**config.mk**
```make
export PLATFORM = sky130hd
export DESIGN_NAME = lufd_cell
export DESIGN_NICKNAME = d
export VERILOG_FILES = /design/src/design/lufd_pkg.sv /design/src/design/lufd_cell.sv
export SDC_FILE = /design/constraint.sdc
export NUM_CORES = 1
export LEC_CHECK = 0
export ABC_CLOCK_PERIOD_IN_PS = 18500
export BUFFER_PORTS_ARGS = -buffer_cell sky130_fd_sc_hd__buf_2
export CAP_MARGIN = 10
export CORE_UTILIZATION = 45
export CTS_BUF_LIST = sky130_fd_sc_hd__clkbuf_8
export DETAILED_ROUTE_END_ITERATION = 10
export PLACE_DENSITY = 0.7
export SYNTH_ARGS = -nofsm -noshare
export SYNTH_HDL_FRONTEND = slang
export SYNTH_SLANG_ARGS = --single-unit
```
**constraint.sdc**
```tcl
create_clock -name clk_i -period 18.5 [get_ports clk_i]
set_input_delay 0.925 -clock clk_i [delete_from_list [all_inputs] [get_ports clk_i]]
set_output_delay 0.925 -clock clk_i [all_outputs]
set_load 0.03 [all_outputs]
```
**src/design/lufd_pkg.sv**
```systemverilog
// ----------------------------------------------------------------------------
// lufd_pkg
// shared widths, register indexes and reset values of the file dispatcher
// ----------------------------------------------------------------------------
`default_nettype none

package lufd_pkg;

  localparam int unsigned SIZE_W    = 24;
  localparam int unsigned TAG_W     = 16;
  localparam int unsigned TIME_W    = 32;
  localparam int unsigned DONE_W    = 5;
  localparam int unsigned STREAM_W  = 2;
  localparam int unsigned MASK_W    = 32;
  localparam int unsigned FCOUNT_W  = 6;
  localparam int unsigned CHOSEN_W  = 5;
  localparam int unsigned CFG_IDX_W = 3;
  localparam int unsigned CFG_DAT_W = 32;

  // configuration register indexes
  localparam logic [CFG_IDX_W-1:0] REG_FILE_COUNT = 3'd0;
  localparam logic [CFG_IDX_W-1:0] REG_POOL_0     = 3'd1;
  localparam logic [CFG_IDX_W-1:0] REG_POOL_1     = 3'd2;
  localparam logic [CFG_IDX_W-1:0] REG_POOL_2     = 3'd3;
  localparam logic [CFG_IDX_W-1:0] REG_POOL_3     = 3'd4;
  localparam logic [CFG_IDX_W-1:0] REG_OPEN_MASK  = 3'd5;
  localparam logic [CFG_IDX_W-1:0] REG_TIMEOUT    = 3'd6;

  localparam int unsigned POOL_REGS = 4;

  localparam logic [FCOUNT_W-1:0] FILE_COUNT_RST = 6'd32;
  localparam logic [TIME_W-1:0]   TIMEOUT_RST    = 32'd1000;

  // input item modes
  localparam logic MODE_REQUEST  = 1'b0;
  localparam logic MODE_COMPLETE = 1'b1;

endpackage

`default_nettype wire

```
**src/design/lufd_cell.sv**
```systemverilog
// ----------------------------------------------------------------------------
// lufd_cell
// one file slot: holds its counters and flags, folds itself into the scan token
// ----------------------------------------------------------------------------
`default_nettype none

module lufd_cell #(
  parameter int unsigned FW  = 5,
  parameter int unsigned NW  = 6,
  parameter int unsigned CW  = 48,
  parameter int unsigned IDX = 0
) (
  input  wire logic                          clk_i,
  input  wire logic                          rst_ni,
  input  wire logic [FW+NW+CW+FW+FW+NW+2:0]  tok_i,
  output      logic [FW+NW+CW+FW+FW+NW+2:0]  tok_o,
  input  wire logic [NW+FW+64-1:0]           scan_i,
  input  wire logic [FW+lufd_pkg::SIZE_W+lufd_pkg::TIME_W+1:0] cmd_i,
  input  wire logic                          pool_i,
  input  wire logic                          open_i,
  output      logic                          timeout_o
);
  import lufd_pkg::*;

  typedef struct packed {
    logic          vld;
    logic          found;
    logic [FW-1:0] best_idx;
    logic [CW-1:0] best_cnt;
    logic [FW-1:0] best_pos;
    logic          nx_found;
    logic [FW-1:0] nx_idx;
    logic [NW-1:0] nx_key;
    logic [NW-1:0] spare;
  } tok_t;

  typedef struct packed {
    logic [NW-1:0]     n;
    logic [FW-1:0]     start;
    logic [TIME_W-1:0] now;
    logic [TIME_W-1:0] timeout;
  } scan_t;

  typedef struct packed {
    logic              dispatch;
    logic              complete;
    logic [FW-1:0]     idx;
    logic [SIZE_W-1:0] size;
    logic [TIME_W-1:0] now;
  } cmd_t;

  tok_t  tin, tok_d, tok_q;
  scan_t sc;
  cmd_t  cmd;

  logic [CW-1:0]     cnt_q;
  logic              busy_q, pend_q, to_q;
  logic [TIME_W-1:0] stime_q;

  logic              in_range, elig, better, in_pool, nx_better, expired, hit;
  logic [NW:0]       pos_wide;
  logic [FW-1:0]     pos;
  logic [NW-1:0]     key;
  logic [TIME_W:0]   deadline;
  logic [CW:0]       sum;

  assign tin = tok_t'(tok_i);
  assign sc  = scan_t'(scan_i);
  assign cmd = cmd_t'(cmd_i);

  always_comb begin
    in_range = (NW+1)'(IDX) < {1'b0, sc.n};
    if (FW'(IDX) >= sc.start) begin
      pos_wide = (NW+1)'(IDX) - (NW+1)'(sc.start);
    end else begin
      pos_wide = (NW+1)'(IDX) + {1'b0, sc.n} - (NW+1)'(sc.start);
    end
    pos = pos_wide[FW-1:0];
    // distance from the start point for the next-start search, start itself last
    key = (pos == '0) ? sc.n : NW'(pos);

    elig    = tin.vld && in_range && pool_i && open_i && !busy_q;
    better  = !tin.found || (cnt_q < tin.best_cnt) ||
              ((cnt_q == tin.best_cnt) && (pos < tin.best_pos));
    in_pool = tin.vld && in_range && pool_i;
    nx_better = !tin.nx_found || (key < tin.nx_key);

    deadline = {1'b0, stime_q} + {1'b0, sc.timeout};
    expired  = in_pool && pend_q && ({1'b0, sc.now} > deadline);

    tok_d = tin;
    if (elig && better) begin
      tok_d.found    = 1'b1;
      tok_d.best_idx = FW'(IDX);
      tok_d.best_cnt = cnt_q;
      tok_d.best_pos = pos;
    end
    if (in_pool && nx_better) begin
      tok_d.nx_found = 1'b1;
      tok_d.nx_idx   = FW'(IDX);
      tok_d.nx_key   = key;
    end

    hit = (cmd.idx == FW'(IDX));
    sum = {1'b0, cnt_q} + (CW+1)'(cmd.size);
  end

  always_ff @(posedge clk_i or negedge rst_ni) begin
    if (!rst_ni) begin
      tok_q  <= '0;
      cnt_q  <= '0;
      busy_q <= 1'b0;
      pend_q <= 1'b0;
      to_q   <= 1'b0;
    end else begin
      tok_q <= tok_d;
      if (expired) begin
        to_q <= 1'b1;
      end
      if (cmd.dispatch && hit) begin
        busy_q <= 1'b1;
        pend_q <= 1'b1;
        cnt_q  <= sum[CW] ? '1 : sum[CW-1:0];
      end else if (cmd.complete && hit) begin
        busy_q <= 1'b0;
        pend_q <= 1'b0;
      end
    end
  end

  // start time has no reset, it is stamped before any read
  always_ff @(posedge clk_i) begin
    if (cmd.dispatch && hit) begin
      stime_q <= cmd.now;
    end else if (expired) begin
      stime_q <= sc.now;
    end
  end

  assign tok_o     = tok_q;
  assign timeout_o = to_q;

endmodule

`default_nettype wire

```
* After elaboration in Yosys (flattened, before gate mapping)
Cells that the tools add are included.
** Storage, ports and cells
- Register bits after elaboration :: 160
- Bits in latches :: 0
- RAM bits :: 0
- Bits in read-only memories :: 0
- Input bits :: 220
- Output and inout port bits :: 79
- Logic and storage cells :: 54
- Memories kept :: 0
** Operators by class
- $add $sub $neg :: 4
- Multiply operators :: 0
- Div/mod/pow operators :: 0
- Magnitude comparators :: 6
- Eq/ne operators :: 1
- Shifts and indexed selects :: 0
- Muxes and demuxes :: 9
- Bitwise logic cells :: 0
- Reductions and logical operators :: 21
** Operators by type and width (number)
- two-way mux 32 bit :: 2
- two-way mux 59 bit :: 1
- adder 48 x 24 -> 49 bit :: 1
- equality test 48 bit :: 1
- < comparator 48 bit :: 1
- two-way mux 48 bit :: 1
- adder 32 x 32 -> 33 bit :: 1
- > comparator 32 x 33 -> 1 bit :: 1
- two-way mux 12 bit :: 1
- logical AND 1 bit :: 11
- logical NOT 5 bit :: 2
- < comparator 1 x 6 -> 1 bit, first input constant :: 1
- < comparator 6 bit :: 1
- two-way mux 6 bit :: 1
- greater-or-equal comparator 1 x 5 -> 1 bit, first input constant :: 1
- < comparator 5 bit :: 1
- two-way mux 5 bit :: 1
- subtractor 1 x 5 -> 5 bit, first input constant :: 1
- subtractor 5 bit :: 1
- nonzero test 2 bit :: 2
- logical NOT 1 bit :: 3
- logical OR 1 bit :: 3
- two-way mux 1 bit :: 2

* Logic depth before layout (Yosys ltp)
- Depth in word-level cells :: 8
- Gate-level depth with buffers :: 21
- Mapped depth without buffers :: 21

* Least setup slack after synthesis
Ideal clock, no wire load.
- Kind :: input port to flip-flop
- Start point :: input scan_i[0]
- End point :: register stime_q[0], enable pin
- Library setup time :: 0.466 ns
- Arrival time :: 6.390 ns
- Path slack :: 11.645 ns
- Stages on the path :: 21
- Cell sequence :: ha_1 fa_1 a21oi_1 o21ai_0 a211oi_1 nor2_1 and3_1 o21ai_0 nand2b_1 a21oi_1 xor2_1 ha_1 nand2_1 nor2_1 nand4_1 nor2_1 a22oi_1 a21oi_1 o21ai_0 a211o_1 o21ai_0
** On the way
- Word-level cells in the longest chain between the ends :: 4
** Ends and longest elaborated chain
- start: declaration :: line lufd_cell.sv:17 : input wire logic [NW+FW+64-1:0] scan_i,
- adder 32 x 32 -> 33 bit :: line lufd_cell.sv:88 : deadline = {1'b0, stime_q} + {1'b0, sc.timeout};
- > comparator 32 x 33 -> 1 bit :: line lufd_cell.sv:89 : expired = in_pool && pend_q && ({1'b0, sc.now} > deadline);
- logical AND 1 bit :: line lufd_cell.sv:89
- nonzero test 2 bit (no source line)
- end signal: assignment :: line lufd_cell.sv:134 : stime_q <= cmd.now;
- end signal: assignment :: line lufd_cell.sv:136 : stime_q <= sc.now;
- end: declaration :: line lufd_cell.sv:58 : logic [TIME_W-1:0] stime_q;
Every way passes these cells.
A chain may end at the register's enable or synchronous reset.

* Worst setup path after layout
- Start point :: input scan_i[0]
- End point :: register stime_q[15], enable pin
Same word-level chain as after synthesis.

==> results.yml <==
flow_run:
  maxCapViolations: 0
min_path:
  min_path_type: "primary input to async pin"
synth:
  async_reset_ff_share_pct: 80.0
  synthTopCellsByCount: "ha_1, nand2_1, dfrtp_1, inv_1, a21oi_1"
  synth.most_common_cell: "ha_1"
  yosysTopAreaCell: "dfrtp_1"
  syn-num-nets: 1595
  ys.flop_type: "dfrtp_1"
  seq_area_frac_synth_pct: 36.2
  synth_area_sq_um: 11500
  syn-instance-count: 1221
  synth.avg_cell_area_sq_um: 9.41
  synth_edf_count: 32
  synth_top_cell_area_share_pct: 27.9
  yosysUniqueCellTypes: 63
  synth_area_leaders: "dfrtp_1, ha_1, edfxtp_1"
  yosysWarnings: 0
  ys_seq_elements: 160
setup_path:
  cp-endpoint: "stime_q[15]"
  crit_path_top_delay_cell: "o21ai_2"
  startpoint_type: "primary input"
  worstPathRequired_ps: 18670
  cp-startpoint: "scan_i[0]"
  timing.rr.start: "stime_q[1]"
  critical_path.max_fanout: 20
  slowest_delay_ps: 610
  path_cells: "buf_2 -> ha_1 -> fa_1 -> a21oi_1 -> o21ai_0 -> a211oi_1 -> nor2_1 -> and3_1 -> o21ai_0 -> nand2b_1 -> a21oi_1 -> xor2_1 -> ha_1 -> nand2_1 -> nor2_1 -> nand4_1 -> nor2_1 -> a22oi_1 -> a21oi_1 -> o21ai_0 -> a211o_1 -> o21ai_2 -> buf_4"
  r2r-end: "stime_q[15]"
  critPathCaptureType: "register"
  worstSetupPathType: "primary input to register"
  ff2ff_setup_slack_ps: 13180
  cp.arrival_ps: 5650
  r2r_cells: 17
global_route:
  grt_pass1_vias: 9995
  grt_start_max_net_pins: 80
  grt-ovfl-total: 0
  grtUsageTotal_pct: 24.4
  antenna_found_initial: 4
  grt_first_pass_wirelength_microns: 50100
routing:
  wl_microns: 31600
  ant_nets: 0
  via_count: 10100
  drt-initial-drc-count: 537
  remaining_drc_errors: 0
  dr.pass1.iters: 5
  via_per_inst: 5.41
  wire_per_inst_microns: 16.9
floorplan:
  num_io_pins: 299
  num_rows: 58
  dieArea_sq_um: 26200
  start_util_pct: 45.8
  core_sq_um: 25100
  die_x_microns: 162
  die_y_microns: 162
sta:
  clock.fmax_mhz: 182
  fin_crit_sh_pct: 29.6
  fin_skew_ps: 25.5
  slew_violations: 0
  setup_tns_ps: 0
  setup_viol: 0
  period_minus_slack_ps: 5480
  relSlewSlack_pct: 36.1
  finalHoldViolCount: 0
  tightest_slew_ps: 958
  rsz0062_at_grt: "no"
clocking:
  worst_skew_pair.late_latency_ps: 490
  htreeDepth: 4
  postCtsResizedCells: 0
  cts_buffer_depth: 2
  root_buffer: "clkbuf_8"
  cts_buffers: 17
  path_clk_slew_ps: 120
  hold_buffers: 0
  clock_sinks: 160
  cts_setup_buffers: 0
  cts_tree: "yes"
place:
  hpwl_microns: 24900
  place_area_sq_um: 13400
  port_buffers: 298
  gp_congestion: 0.943
  dp.cells: 1833
layout:
  nets: 1896
  stdcell_count: 1870
  area_delta_synth_final_pct: 20.0
  drive_above_1_share_pct: 26.5
  nFillCells: 2324
  design_area_sq_um: 13800
power:
  peakVddDrop_mv: 0.0427
  p_per_area_nw_per_um2: 81.6
  p_leak_uw: 0.00715
status:
  status: "complete, no violations"
[routing by layer]
layer  vias up  wire length [microns]  track usage, %
met1      4756                  13300            30.3
met4         0                    603            7.55
li1       5029                      -               -
met2       295                  15700            42.8
met3        36                   2050            4.32
met5         -                      0               0
[registers in the layout, summed over array words and instances (netlist names)]
| name | cells |
|---|---|
| tok_o | 78 |
| cnt_q | 48 |
| stime_q | 32 |
| pend_q | 1 |
| timeout_o | 1 |
[worst min-delay path by stage]
stage | startpoint | to | slack (ps) | cells after the start
5_1_grt | rst_ni | tok_o[52] | 390 | 1
6_report | rst_ni | tok_o[51] | 370 | 1
3_5_place_dp | timeout_o | timeout_o | 530 | 1
4_1_cts | rst_ni | tok_o[51] | 370 | 1
2_1_floorplan | pend_q | pend_q | 450 | 2
3_3_place_gp | timeout_o | timeout_o | 530 | 1
[placed cells by master, fill, tap and decap left out, types with 7 or more instances in the layout]
cell type	count
a211oi_1	11
nor3_1	17
mux2_2	46
inv_8	7
and3_1	29
mux2i_1	9
xor2_1	28
edfxtp_1	32
xnor2_1	30
and2_1	11
buf_2	297
nand2b_1	10
nand4_1	23
inv_1	91
o21ai_0	44
buf_4	7
dfrtp_1	128
ha_1	151
clkbuf_8	17
a31oi_1	31
o21bai_1	13
o21a_1	13
a21oi_1	85
o211ai_1	11
nor2b_1	15
nand3_1	33
a21o_1	38
nor2_1	66
or2_2	7
nand2_1	148
mux2_4	9
[where the power goes]
group / internal [uW] / switching, uW
Combinational: 183 / 242
Clock: 106 / 169
Sequential: 396 / 29.9
Total: 684 / 441
[per-stage QoR]
stage	total power, uW	worst slack, ps	hold WS (ps)	util (%)
4_1_cts	1130	12980	371	54.9
6_report	1130	13020	369	54.9
5_1_grt	1200	12580	394	54.9
3_5_place_dp	856	12470	529	53.2
3_3_place_gp	850	12540	529	53.2
2_1_floorplan	731	11640	451	-
[cell type report]
cell class | count | area [sq um] | share of cell area [%]
multi-input combinational | 946 | 6890 | 49.9
sequential | 160 | 4160 | 30.2
timing repair buffer | 305 | 1550 | 11.2
tap | 330 | 413 | 2.99
inverter | 92 | 345 | 2.50
clock buffer | 17 | 234 | 1.70
clock inverter | 15 | 186 | 1.35
antenna | 5 | 12.5 | 0.0907
[worst max-delay path, delay by kind of cell]
kind | cells | cell delay (ps)
AOI/OAI and AO/OA | 10 | 2280
adders and majority gates | 3 | 930
and+or+nand+nor | 7 | 880
buffers and inverters | 2 | 520
xor gates and xnor gates | 1 | 90
[logic make-up after synthesis]
logic type,share of synthesized area [%]
simple gates,15.7
compound gates,16.2
flops,36.2
fa+ha+maj,17.0
buf+inv,3.95
mux,6.47
xor+xnor,4.42
(Power assumes the default switching activity.)
